### config.mk
export PLATFORM = sky130hd
export DESIGN_NAME = sustained_rise_detector
export DESIGN_NICKNAME = d
export VERILOG_FILES = /design/src/rtl/core/srd_pkg.sv /design/src/rtl/core/sustained_rise_detector.sv /design/src/rtl/core/srd_front.sv /design/src/rtl/core/srd_interp.sv /design/src/rtl/core/srd_back.sv
export SDC_FILE = /design/constraint.sdc
export NUM_CORES = 2
export LEC_CHECK = 0
export BUFFER_PORTS_ARGS = -buffer_cell sky130_fd_sc_hd__clkbuf_2
export CAP_MARGIN = 30
export CORE_MARGIN = 8
export CORE_UTILIZATION = 35
export CTS_BUF_LIST = sky130_fd_sc_hd__clkbuf_4 sky130_fd_sc_hd__clkbuf_8
export CTS_CLUSTER_DIAMETER = 50
export DETAILED_ROUTE_END_ITERATION = 16
export GPL_TIMING_DRIVEN = 1
export SLEW_MARGIN = 20
export SYNTH_ARGS = -nofsm -noshare
export SYNTH_HDL_FRONTEND = slang
export SYNTH_HIERARCHICAL = 1
export SYNTH_SLANG_ARGS = --single-unit
### constraint.sdc
create_clock -name aclk -period 8.9 [get_ports aclk]
set_input_delay 1.78 -clock aclk [delete_from_list [all_inputs] [get_ports aclk]]
set_output_delay 1.78 -clock aclk [all_outputs]
set_load 0.005 [all_outputs]
### src/rtl/core/srd_pkg.sv
// Shared constants for the sustained rise detector.
package srd_pkg;

    localparam int TIME_BITS_DEF  = 32;
    localparam int VALUE_BITS_DEF = 16;
    localparam int LEVEL_BITS     = 15;
    localparam int DUR_BITS       = 32;
    localparam int CFG_ADDR_BITS  = 3;
    localparam int QUEUE_DEPTH    = 2;

    localparam logic [CFG_ADDR_BITS-1:0] REG_ON_LEVEL     = 3'd0;
    localparam logic [CFG_ADDR_BITS-1:0] REG_OFF_LEVEL    = 3'd1;
    localparam logic [CFG_ADDR_BITS-1:0] REG_MIN_DURATION = 3'd2;
    localparam logic [CFG_ADDR_BITS-1:0] REG_GAP_LIMIT    = 3'd3;
    localparam logic [CFG_ADDR_BITS-1:0] REG_WINDOW_START = 3'd4;
    localparam logic [CFG_ADDR_BITS-1:0] REG_WINDOW_END   = 3'd5;

    localparam logic [LEVEL_BITS-1:0] ON_LEVEL_RST     = 15'd16384;
    localparam logic [LEVEL_BITS-1:0] OFF_LEVEL_RST    = 15'd8192;
    localparam logic [DUR_BITS-1:0]   MIN_DURATION_RST = 32'd1000000;

    localparam logic [1:0] REASON_FOUND       = 2'd0;
    localparam logic [1:0] REASON_NO_VALID    = 2'd1;
    localparam logic [1:0] REASON_NO_PICKUP   = 2'd2;
    localparam logic [1:0] REASON_NEVER_LIFTED = 2'd3;

endpackage

### src/rtl/core/sustained_rise_detector.sv
// Top level of the sustained rise detector: configuration registers, front and back ends.
//
//   channel  | direction | tdata                          | tuser        | tlast
//   s_       | in        | sample_time, sample_value      | value_valid  | last_sample
//   m_       | out       | rise_found, rise_time,         | -            | -
//            |           | fail_reason, after_gap,        |              |
//            |           | truncated                      |              |
//
// The back end takes samples while idle; a request marked last leads to the emit state.
// A pickup that needs interpolation runs the serial multiply/divide unit, NW bits wide
// (NW = max(VALUE_BITS, 16)); the back end takes no samples until it is done.
// Reset is synchronous; it restores register defaults and clears all run state.
// A two-entry queue lets the input keep taking requests while the back end or the result stalls.
module sustained_rise_detector
    import srd_pkg::*;
#(
    parameter int TIME_BITS  = TIME_BITS_DEF,
    parameter int VALUE_BITS = VALUE_BITS_DEF,
    localparam int IN_W  = ((TIME_BITS + VALUE_BITS + 7) / 8) * 8,
    localparam int OUT_W = ((TIME_BITS + 5 + 7) / 8) * 8,
    localparam int CFG_W = (TIME_BITS > DUR_BITS) ? TIME_BITS : DUR_BITS
) (
    input  logic                     aclk,
    input  logic                     aresetn,
    input  logic                     s_tvalid,
    output logic                     s_tready,
    input  logic [IN_W-1:0]          s_tdata,   // sample_time, sample_value, zero fill
    input  logic                     s_tuser,   // value_valid
    input  logic                     s_tlast,
    output logic                     m_tvalid,
    input  logic                     m_tready,
    output logic [OUT_W-1:0]         m_tdata,   // rise_found, rise_time, fail_reason,
                                                // after_gap, truncated, zero fill
    input  logic                     cfg_wr_en,
    input  logic [CFG_ADDR_BITS-1:0] cfg_addr,
    input  logic [CFG_W-1:0]         cfg_wdata
);

    logic [LEVEL_BITS-1:0] on_reg, off_reg;
    logic [DUR_BITS-1:0]   min_dur_reg, gap_reg;
    logic [TIME_BITS-1:0]  win_start_reg, win_end_reg;

    logic                  q_valid, q_ready, q_vflag, q_last, q_inwin;
    logic [TIME_BITS-1:0]  q_time;
    logic [VALUE_BITS-1:0] q_value;
    logic                  r_found, r_after_gap, r_truncated;
    logic [TIME_BITS-1:0]  r_time;
    logic [1:0]            r_reason;

    always_ff @(posedge aclk) begin
        if (!aresetn) begin
            on_reg        <= ON_LEVEL_RST;
            off_reg       <= OFF_LEVEL_RST;
            min_dur_reg   <= MIN_DURATION_RST;
            gap_reg       <= '0;
            win_start_reg <= '0;
            win_end_reg   <= '1;
        end else if (cfg_wr_en) begin
            case (cfg_addr)
                REG_ON_LEVEL:     on_reg        <= cfg_wdata[LEVEL_BITS-1:0];
                REG_OFF_LEVEL:    off_reg       <= cfg_wdata[LEVEL_BITS-1:0];
                REG_MIN_DURATION: min_dur_reg   <= cfg_wdata[DUR_BITS-1:0];
                REG_GAP_LIMIT:    gap_reg       <= cfg_wdata[DUR_BITS-1:0];
                REG_WINDOW_START: win_start_reg <= cfg_wdata[TIME_BITS-1:0];
                REG_WINDOW_END:   win_end_reg   <= cfg_wdata[TIME_BITS-1:0];
                default: begin
                end
            endcase
        end
    end

    srd_front #(
        .TIME_BITS  (TIME_BITS),
        .VALUE_BITS (VALUE_BITS)
    ) u_front (
        .aclk         (aclk),
        .aresetn      (aresetn),
        .in_valid     (s_tvalid),
        .in_ready     (s_tready),
        .in_time      (s_tdata[TIME_BITS-1:0]),
        .in_value     (s_tdata[TIME_BITS+VALUE_BITS-1:TIME_BITS]),
        .in_vflag     (s_tuser),
        .in_last      (s_tlast),
        .window_start (win_start_reg),
        .window_end   (win_end_reg),
        .q_valid      (q_valid),
        .q_ready      (q_ready),
        .q_time       (q_time),
        .q_value      (q_value),
        .q_vflag      (q_vflag),
        .q_last       (q_last),
        .q_inwin      (q_inwin)
    );

    srd_back #(
        .TIME_BITS  (TIME_BITS),
        .VALUE_BITS (VALUE_BITS)
    ) u_back (
        .aclk         (aclk),
        .aresetn      (aresetn),
        .q_valid      (q_valid),
        .q_ready      (q_ready),
        .q_time       (q_time),
        .q_value      (q_value),
        .q_vflag      (q_vflag),
        .q_last       (q_last),
        .q_inwin      (q_inwin),
        .on_level     (on_reg),
        .off_level    (off_reg),
        .min_duration (min_dur_reg),
        .gap_limit    (gap_reg),
        .m_valid      (m_tvalid),
        .m_ready      (m_tready),
        .m_found      (r_found),
        .m_time       (r_time),
        .m_reason     (r_reason),
        .m_after_gap  (r_after_gap),
        .m_truncated  (r_truncated)
    );

    assign m_tdata = OUT_W'({r_truncated, r_after_gap, r_reason, r_time, r_found});

endmodule

### src/rtl/core/srd_front.sv
// Front end: window classification and a short request queue.
module srd_front
    import srd_pkg::*;
#(
    parameter int TIME_BITS  = TIME_BITS_DEF,
    parameter int VALUE_BITS = VALUE_BITS_DEF
) (
    input  logic                  aclk,
    input  logic                  aresetn,
    input  logic                  in_valid,
    output logic                  in_ready,
    input  logic [TIME_BITS-1:0]  in_time,
    input  logic [VALUE_BITS-1:0] in_value,
    input  logic                  in_vflag,
    input  logic                  in_last,
    input  logic [TIME_BITS-1:0]  window_start,
    input  logic [TIME_BITS-1:0]  window_end,
    output logic                  q_valid,
    input  logic                  q_ready,
    output logic [TIME_BITS-1:0]  q_time,
    output logic [VALUE_BITS-1:0] q_value,
    output logic                  q_vflag,
    output logic                  q_last,
    output logic                  q_inwin
);

    localparam int EW = TIME_BITS + VALUE_BITS + 3;
    localparam int PW = (QUEUE_DEPTH > 1) ? $clog2(QUEUE_DEPTH) : 1;
    localparam int CW = $clog2(QUEUE_DEPTH + 1);

    logic [EW-1:0] mem_reg [QUEUE_DEPTH];
    logic [PW-1:0] wr_ptr_reg, wr_ptr_next, rd_ptr_reg, rd_ptr_next;
    logic [CW-1:0] count_reg, count_next;
    logic          push, pop, inwin;
    logic [EW-1:0] head;

    assign inwin    = (in_time >= window_start) && (in_time <= window_end);
    assign in_ready = (count_reg != CW'(QUEUE_DEPTH));
    assign q_valid  = (count_reg != '0);
    assign push     = in_valid && in_ready;
    assign pop      = q_valid && q_ready;
    assign head     = mem_reg[rd_ptr_reg];
    assign {q_last, q_vflag, q_inwin, q_value, q_time} = head;

    always_comb begin
        wr_ptr_next = wr_ptr_reg;
        rd_ptr_next = rd_ptr_reg;
        count_next  = count_reg;
        if (push) begin
            wr_ptr_next = (wr_ptr_reg == PW'(QUEUE_DEPTH - 1)) ? '0 : wr_ptr_reg + 1'b1;
        end
        if (pop) begin
            rd_ptr_next = (rd_ptr_reg == PW'(QUEUE_DEPTH - 1)) ? '0 : rd_ptr_reg + 1'b1;
        end
        if (push && !pop) begin
            count_next = count_reg + 1'b1;
        end else if (pop && !push) begin
            count_next = count_reg - 1'b1;
        end
    end

    always_ff @(posedge aclk) begin
        if (!aresetn) begin
            wr_ptr_reg <= '0;
            rd_ptr_reg <= '0;
            count_reg  <= '0;
        end else begin
            wr_ptr_reg <= wr_ptr_next;
            rd_ptr_reg <= rd_ptr_next;
            count_reg  <= count_next;
        end
        if (push) begin
            mem_reg[wr_ptr_reg] <= {in_last, in_vflag, inwin, in_value, in_time};
        end
    end

endmodule

### src/rtl/core/srd_interp.sv
// Serial shift-add multiply and restoring divide for the rise start interpolation.
module srd_interp
    import srd_pkg::*;
#(
    parameter int TIME_BITS = TIME_BITS_DEF,
    parameter int NUM_BITS  = 16
) (
    input  logic                 aclk,
    input  logic                 aresetn,
    input  logic                 start,
    input  logic [TIME_BITS-1:0] base,
    input  logic [TIME_BITS-1:0] dt,
    input  logic [NUM_BITS-1:0]  num,
    input  logic [NUM_BITS-1:0]  den,
    output logic                 done,
    output logic [TIME_BITS-1:0] result
);

    localparam int PW = TIME_BITS + NUM_BITS;
    localparam int KW = $clog2(PW + 1);
    localparam logic [1:0] ST_IDLE = 2'd0;
    localparam logic [1:0] ST_MUL  = 2'd1;
    localparam logic [1:0] ST_DIV  = 2'd2;
    localparam logic [1:0] ST_DONE = 2'd3;

    logic [1:0]           state_reg, state_next;
    logic [KW-1:0]        cnt_reg, cnt_next;
    logic [PW-1:0]        acc_reg, acc_next, mcand_reg, mcand_next;
    logic [NUM_BITS-1:0]  mplier_reg, mplier_next, den_reg, den_next;
    logic [NUM_BITS-1:0]  rem_reg, rem_next;
    logic [TIME_BITS-1:0] base_reg, base_next;
    logic [NUM_BITS:0]    trial;

    assign trial  = {rem_reg, acc_reg[PW-1]};
    assign done   = (state_reg == ST_DONE);
    assign result = base_reg + acc_reg[TIME_BITS-1:0];

    always_comb begin
        state_next  = state_reg;
        cnt_next    = cnt_reg;
        acc_next    = acc_reg;
        mcand_next  = mcand_reg;
        mplier_next = mplier_reg;
        den_next    = den_reg;
        rem_next    = rem_reg;
        base_next   = base_reg;
        case (state_reg)
            ST_IDLE: begin
                if (start) begin
                    acc_next    = '0;
                    mcand_next  = PW'(dt);
                    mplier_next = num;
                    den_next    = den;
                    base_next   = base;
                    cnt_next    = KW'(NUM_BITS);
                    state_next  = ST_MUL;
                end
            end
            ST_MUL: begin
                if (mplier_reg[0]) begin
                    acc_next = acc_reg + mcand_reg;
                end
                mcand_next  = mcand_reg << 1;
                mplier_next = mplier_reg >> 1;
                cnt_next    = cnt_reg - 1'b1;
                if (cnt_reg == KW'(1)) begin
                    rem_next   = '0;
                    cnt_next   = KW'(PW);
                    state_next = ST_DIV;
                end
            end
            ST_DIV: begin
                if (trial >= {1'b0, den_reg}) begin
                    rem_next = NUM_BITS'(trial - {1'b0, den_reg});
                    acc_next = {acc_reg[PW-2:0], 1'b1};
                end else begin
                    rem_next = trial[NUM_BITS-1:0];
                    acc_next = {acc_reg[PW-2:0], 1'b0};
                end
                cnt_next = cnt_reg - 1'b1;
                if (cnt_reg == KW'(1)) begin
                    state_next = ST_DONE;
                end
            end
            ST_DONE: begin
                state_next = ST_IDLE;
            end
            default: begin
                state_next = ST_IDLE;
            end
        endcase
    end

    always_ff @(posedge aclk) begin
        if (!aresetn) begin
            state_reg <= ST_IDLE;
        end else begin
            state_reg <= state_next;
        end
        cnt_reg    <= cnt_next;
        acc_reg    <= acc_next;
        mcand_reg  <= mcand_next;
        mplier_reg <= mplier_next;
        den_reg    <= den_next;
        rem_reg    <= rem_next;
        base_reg   <= base_next;
    end

endmodule

### src/rtl/core/srd_back.sv
// Back end: rise tracking state machine, interpolation and result register.
module srd_back
    import srd_pkg::*;
#(
    parameter int TIME_BITS  = TIME_BITS_DEF,
    parameter int VALUE_BITS = VALUE_BITS_DEF
) (
    input  logic                  aclk,
    input  logic                  aresetn,
    input  logic                  q_valid,
    output logic                  q_ready,
    input  logic [TIME_BITS-1:0]  q_time,
    input  logic [VALUE_BITS-1:0] q_value,
    input  logic                  q_vflag,
    input  logic                  q_last,
    input  logic                  q_inwin,
    input  logic [LEVEL_BITS-1:0] on_level,
    input  logic [LEVEL_BITS-1:0] off_level,
    input  logic [DUR_BITS-1:0]   min_duration,
    input  logic [DUR_BITS-1:0]   gap_limit,
    output logic                  m_valid,
    input  logic                  m_ready,
    output logic                  m_found,
    output logic [TIME_BITS-1:0]  m_time,
    output logic [1:0]            m_reason,
    output logic                  m_after_gap,
    output logic                  m_truncated
);

    localparam int NW = (VALUE_BITS > 16) ? VALUE_BITS : 16;
    localparam int CW = NW + 1;
    localparam int DW = (TIME_BITS > DUR_BITS) ? TIME_BITS : DUR_BITS;
    localparam logic [1:0] ST_IDLE = 2'd0;
    localparam logic [1:0] ST_CALC = 2'd1;
    localparam logic [1:0] ST_EMIT = 2'd2;

    logic [1:0] state_reg, state_next;
    logic lifted_reg, lifted_next, rising_reg, rising_next, fg_reg, fg_next;
    logic contig_reg, contig_next, have_reg, have_next, any_reg, any_next;
    logic done_reg, done_next, rag_reg, rag_next, lastp_reg, lastp_next;
    logic [TIME_BITS-1:0]  prev_t_reg, prev_t_next, start_reg, start_next;
    logic [VALUE_BITS-1:0] prev_v_reg, prev_v_next;
    logic m_valid_reg, m_valid_next, m_found_reg, m_found_next;
    logic [TIME_BITS-1:0] m_time_reg, m_time_next;
    logic [1:0] m_reason_reg, m_reason_next;
    logic m_gap_reg, m_gap_next, m_trunc_reg, m_trunc_next;

    logic signed [CW-1:0] v_ext, pv_ext, on_ext, off_ext;
    logic [TIME_BITS-1:0] div_dt, div_result;
    logic [NW-1:0]        div_num, div_den;
    logic                 div_start, div_done, gap, skip, found;

    function automatic logic lasted_f(input logic [TIME_BITS-1:0] to_t,
                                      input logic [TIME_BITS-1:0] from_t,
                                      input logic [DUR_BITS-1:0]  md);
        logic [DW-1:0] d;
        d = DW'(to_t - from_t);
        return (to_t >= from_t) && (d >= DW'(md));
    endfunction

    assign v_ext   = $signed({{(CW-VALUE_BITS){q_value[VALUE_BITS-1]}}, q_value});
    assign pv_ext  = $signed({{(CW-VALUE_BITS){prev_v_reg[VALUE_BITS-1]}}, prev_v_reg});
    assign on_ext  = $signed({{(CW-LEVEL_BITS){1'b0}}, on_level});
    assign off_ext = $signed({{(CW-LEVEL_BITS){1'b0}}, off_level});
    assign gap     = have_reg && (gap_limit != '0) && (q_time >= prev_t_reg)
                     && (DW'(q_time - prev_t_reg) > DW'(gap_limit));
    assign div_dt  = (q_time >= prev_t_reg) ? q_time - prev_t_reg : '0;
    assign div_num = NW'(on_ext - pv_ext);
    assign div_den = NW'(v_ext - pv_ext);
    assign found   = done_reg || rising_reg;

    assign q_ready     = (state_reg == ST_IDLE);
    assign m_valid     = m_valid_reg;
    assign m_found     = m_found_reg;
    assign m_time      = m_time_reg;
    assign m_reason    = m_reason_reg;
    assign m_after_gap = m_gap_reg;
    assign m_truncated = m_trunc_reg;

    srd_interp #(
        .TIME_BITS (TIME_BITS),
        .NUM_BITS  (NW)
    ) u_interp (
        .aclk    (aclk),
        .aresetn (aresetn),
        .start   (div_start),
        .base    (prev_t_reg),
        .dt      (div_dt),
        .num     (div_num),
        .den     (div_den),
        .done    (div_done),
        .result  (div_result)
    );

    always_comb begin
        state_next    = state_reg;
        lifted_next   = lifted_reg;
        rising_next   = rising_reg;
        fg_next       = fg_reg;
        contig_next   = contig_reg;
        have_next     = have_reg;
        any_next      = any_reg;
        done_next     = done_reg;
        rag_next      = rag_reg;
        lastp_next    = lastp_reg;
        prev_t_next   = prev_t_reg;
        prev_v_next   = prev_v_reg;
        start_next    = start_reg;
        m_valid_next  = m_valid_reg && !m_ready;
        m_found_next  = m_found_reg;
        m_time_next   = m_time_reg;
        m_reason_next = m_reason_reg;
        m_gap_next    = m_gap_reg;
        m_trunc_next  = m_trunc_reg;
        div_start     = 1'b0;
        skip          = 1'b0;
        case (state_reg)
            ST_IDLE: begin
                if (q_valid) begin
                    if (!done_reg && q_inwin) begin
                        if (!q_vflag || gap) begin
                            if (rising_reg && lasted_f(prev_t_reg, start_reg, min_duration)) begin
                                done_next = 1'b1;
                                skip      = 1'b1;
                            end else begin
                                rising_next = 1'b0;
                                fg_next     = 1'b1;
                                contig_next = 1'b0;
                                if (!q_vflag) begin
                                    have_next = 1'b0;
                                    skip      = 1'b1;
                                end
                            end
                        end
                        if (!skip) begin
                            any_next = 1'b1;
                            if (!rising_next) begin
                                if (!lifted_reg) begin
                                    if (v_ext <= off_ext) begin
                                        lifted_next = 1'b1;
                                    end
                                end else if (v_ext >= on_ext) begin
                                    rising_next = 1'b1;
                                    rag_next    = fg_next;
                                    if (contig_next && (pv_ext < on_ext)) begin
                                        div_start = 1'b1;
                                    end else begin
                                        start_next = q_time;
                                    end
                                end
                            end else if (v_ext < off_ext) begin
                                if (lasted_f(q_time, start_reg, min_duration)) begin
                                    done_next = 1'b1;
                                    skip      = 1'b1;
                                end else begin
                                    rising_next = 1'b0;
                                end
                            end
                        end
                        if (!skip) begin
                            have_next   = 1'b1;
                            contig_next = 1'b1;
                            fg_next     = 1'b0;
                            prev_t_next = q_time;
                            prev_v_next = q_value;
                        end
                    end
                    if (div_start) begin
                        lastp_next = q_last;
                        state_next = ST_CALC;
                    end else if (q_last) begin
                        state_next = ST_EMIT;
                    end
                end
            end
            ST_CALC: begin
                if (div_done) begin
                    start_next = div_result;
                    state_next = lastp_reg ? ST_EMIT : ST_IDLE;
                end
            end
            ST_EMIT: begin
                if (!m_valid_reg || m_ready) begin
                    m_valid_next  = 1'b1;
                    m_found_next  = found;
                    m_time_next   = found ? start_reg : '0;
                    m_gap_next    = found && rag_reg;
                    m_trunc_next  = found && !done_reg
                                    && !lasted_f(prev_t_reg, start_reg, min_duration);
                    if (found) begin
                        m_reason_next = REASON_FOUND;
                    end else if (!any_reg) begin
                        m_reason_next = REASON_NO_VALID;
                    end else if (lifted_reg) begin
                        m_reason_next = REASON_NO_PICKUP;
                    end else begin
                        m_reason_next = REASON_NEVER_LIFTED;
                    end
                    lifted_next = 1'b0;
                    rising_next = 1'b0;
                    fg_next     = 1'b0;
                    contig_next = 1'b0;
                    have_next   = 1'b0;
                    any_next    = 1'b0;
                    done_next   = 1'b0;
                    rag_next    = 1'b0;
                    prev_t_next = '0;
                    prev_v_next = '0;
                    start_next  = '0;
                    state_next  = ST_IDLE;
                end
            end
            default: begin
                state_next = ST_IDLE;
            end
        endcase
    end

    always_ff @(posedge aclk) begin
        if (!aresetn) begin
            state_reg   <= ST_IDLE;
            lifted_reg  <= 1'b0;
            rising_reg  <= 1'b0;
            fg_reg      <= 1'b0;
            contig_reg  <= 1'b0;
            have_reg    <= 1'b0;
            any_reg     <= 1'b0;
            done_reg    <= 1'b0;
            rag_reg     <= 1'b0;
            lastp_reg   <= 1'b0;
            prev_t_reg  <= '0;
            prev_v_reg  <= '0;
            start_reg   <= '0;
            m_valid_reg <= 1'b0;
        end else begin
            state_reg   <= state_next;
            lifted_reg  <= lifted_next;
            rising_reg  <= rising_next;
            fg_reg      <= fg_next;
            contig_reg  <= contig_next;
            have_reg    <= have_next;
            any_reg     <= any_next;
            done_reg    <= done_next;
            rag_reg     <= rag_next;
            lastp_reg   <= lastp_next;
            prev_t_reg  <= prev_t_next;
            prev_v_reg  <= prev_v_next;
            start_reg   <= start_next;
            m_valid_reg <= m_valid_next;
        end
        m_found_reg  <= m_found_next;
        m_time_reg   <= m_time_next;
        m_reason_reg <= m_reason_next;
        m_gap_reg    <= m_gap_next;
        m_trunc_reg  <= m_trunc_next;
    end

endmodule
==> flow_summary.json <==
{
  "cts_sinks": 578,
  "ff_latch_area_um2": 14800,
  "wirelength_um": 113000,
  "synthToLayoutAreaGrowth_pct": 11.3,
  "rsz0062_at_grt": "false",
  "netlist_area_um2": 39300,
  "cts_buffer_depth": 3,
  "fp.dieH_um": 351,
  "layout_common_cells": "ha_1, nand2_1, inv_1",
  "yosysSeqAreaShare_pct": 37.6,
  "whs_endpoint": "off_reg[6]$_SDFFE_PN0P_",
  "end_kind": "flop",
  "grt_max_degree": 88,
  "start_util_pct": 35.1,
  "min_period_over_period_pct": 89.9,
  "detailedPlace.worstSlack_ns": 0.953,
  "ant_nets": 0,
  "reg2regPathDepth": 23,
  "multiInputGateArea_um2": 22500,
  "grtUsageTotal_pct": 17.8,
  "worstPathArrival_ns": 8.35,
  "io_buffers": 128,
  "nNetsFinal": 4755,
  "hp-start": "off_reg[6]$_SDFFE_PN0P_",
  "r2r_slack_ns": 0.90,
  "antenna_found_initial": 3,
  "crit_fanout": 48,
  "place_congestion": 0.915,
  "num_vias": 30900,
  "yosysTopAreaCell": "edfxtp_1",
  "hpwlAfterDp_um": 87300,
  "grt_pass1_wl_um": 174000,
  "io_pins": 132,
  "vias_per_cell": 5.31,
  "final_common_cell": "ha_1",
  "status": "complete, no violations",
  "yosysWarningCount": 6,
  "core_um2": 112000,
  "tightest_slew_ns": 0.914,
  "die_w_um": 351,
  "hold_viol": 0,
  "cp.required_ns": 9.25,
  "synth.area.top_cells": "edfxtp_1, ha_1, dfxtp_1, mux2i_1, a21oi_1",
  "drtIter0Drc": 2381,
  "avgSynthCellArea_um2": 9.55,
  "die-area_um2": 123000,
  "firstDrtPassIters": 8,
  "clock_tree.root_cell": "clkbuf_8",
  "worstHoldPathCells": 2,
  "min_period_ns": 8.00,
  "synthFlopType": "edfxtp_1",
  "p_per_area_nw_per_um2": 302,
  "post_drt_wl_per_cell_um": 19.4,
  "setup_viol": 0,
  "fin_setup_tns_ns": 0,
  "setup_ws_ns": 0.902,
  "clk_latency_ns": 0.74,
  "layout-drive-gt1-share_pct": 12.6,
  "largest_reg_flops": 102,
  "cp-start-kind": "flop",
  "critPathKind": "flop to flop",
  "drv_cap": 0,
  "drv_slew": 0,
  "post-route-drc-count": 0,
  "postSynthCellCount": 4116,
  "hold_path_class": "flop to flop",
  "synthArstFlopShare_pct": 0,
  "r2r-end": "u_back/u_interp/acc_reg[31]$_DFFE_PP_",
  "yosysUniqueCellTypes": 121,
  "rows": 123,
  "relSlewSlack_pct": 38.5,
  "numCtsBuffers": 104,
  "cts_setup_buffers": 0,
  "grt.overflow.total": 0,
  "ctsHoldBuffers": 0,
  "final.setup_skew_ns": 0.0399,
  "grt_pass1_vias": 30100,
  "cts_resized": 0,
  "fillers": 11200,
  "p_leak_nw": 17.7,
  "fmax_mhz": 125,
  "htree_levels": 3,
  "synth_top_area_share_pct": 24.5,
  "ir_drop_mv": 0.192,
  "cts_tree": "yes",
  "clk_pin_slew_worst_paths_ns": 0.06,
  "synth_edf_count": 321,
  "ys_seq_elements": 578
}
## per-stage QoR
stage	instances	power [W]	hold slack, ns	area, µm²	util, %
finish	5828	0.0132	0.457	43800	39.1
global route	5828	0.0141	0.467	43800	39.1
CTS	5825	0.0132	0.460	43700	39.1
detailed placement	5629	0.0103	0.448	41400	37.0
global placement	5627	0.0102	0.444	41400	37.0
floorplan	4118	0.00852	0.435	39300	-
## kinds of logic after synthesis
kind of cell    count (synthesis)  share of synthesized area (%)
compound gates               1002                           16.9
buf+inv                       486                           5.32
other cells                     1                        0.00954
simple gates                 1163                           15.0
xor+xnor                      184                           4.10
flops                         578                           37.6
mux                           273                           7.26
fa+ha+maj                     429                           13.8
## worst max path at each step
stage	startpoint	endpoint	slack (ns)	depth (start not counted)
after floorplan	flop	u_back/u_interp/acc_reg[0]$_DFFE_PP_	0.64	26
final	flop	u_back/u_interp/acc_reg[31]$_DFFE_PP_	0.90	23
after global routing	flop	u_back/u_interp/acc_reg[30]$_DFFE_PP_	0.30	23
after detailed placement	flop	u_back/u_interp/acc_reg[30]$_DFFE_PP_	0.95	23
after CTS	flop	u_back/u_interp/acc_reg[30]$_DFFE_PP_	0.92	23
after global placement	flop	u_back/u_interp/acc_reg[31]$_DFFE_PP_	1.08	23
## where the power goes
group	switching, W	internal, W
Combinational	0.00412	0.00287
Sequential	0.000177	0.00321
Clock	0.00118	0.00163
## worst max-delay path, cell delays in order (launching register included)
cell       delay, ns
dfxtp_2         0.49
buf_4           0.42
mux2_2          0.44
ha_1            0.41
a2111oi_1       0.54
nor4_1          0.14
o31a_1          0.29
o31a_1          0.17
a311oi_1        0.49
o21ai_0         0.18
a21oi_1         0.19
xnor2_1         0.12
ha_1            0.31
nand4_1         0.22
or4_1           0.55
nor4_2          0.29
o31ai_2         0.15
a31oi_2         0.41
a41o_2          0.29
nand3_1         0.19
nor3_2          0.37
nor2b_1         0.16
nor3_4          0.17
buf_4           0.54
## Yosys cell counts (all sizes together) (17+ instances only)
| cell | number |
|---|---|
| a22o | 52 |
| a21o | 121 |
| a221oi | 17 |
| buf | 63 |
| xor2 | 61 |
| a211oi | 30 |
| nor3 | 41 |
| ha | 421 |
| xnor2 | 123 |
| o21bai | 26 |
| edfxtp | 321 |
| inv | 338 |
| or3 | 46 |
| nand2 | 369 |
| o211ai | 17 |
| o31ai | 18 |
| clkbuf | 84 |
| a31oi | 32 |
| nand4 | 51 |
| or2 | 17 |
| and3 | 31 |
| a21oi | 319 |
| mux2i | 175 |
| o21a | 34 |
| nand2b | 34 |
| and2 | 70 |
| a22oi | 20 |
| o21ai | 195 |
| nor2b | 156 |
| dfxtp | 257 |
| mux2 | 98 |
| nand3 | 67 |
| nor2 | 208 |
| nor4 | 28 |
## per-layer routing
layer  vias up  global-route usage, %  part of all wire [%]
met3       150                   2.40                   5.5
met4         0                   5.23                   2.5
met2       857                   27.9                    44
met5         -                      0                     0
met1     14800                   25.3                    48
li1      15200                      -                     -
## final cells by class
| cell class | count | share of cell area (%) |
|---|---|---|
| diodes | 2 | 0.0114 |
| clock buffers | 148 | 4.20 |
| well taps | 1500 | 4.29 |
| flip-flops and latches | 578 | 33.8 |
| inverters | 338 | 2.90 |
| repair buffers | 160 | 2.12 |
| multi-input cells | 3054 | 51.5 |
| clock inverters | 48 | 1.18 |
No activity file was read; power rests on OpenSTA's default activity.
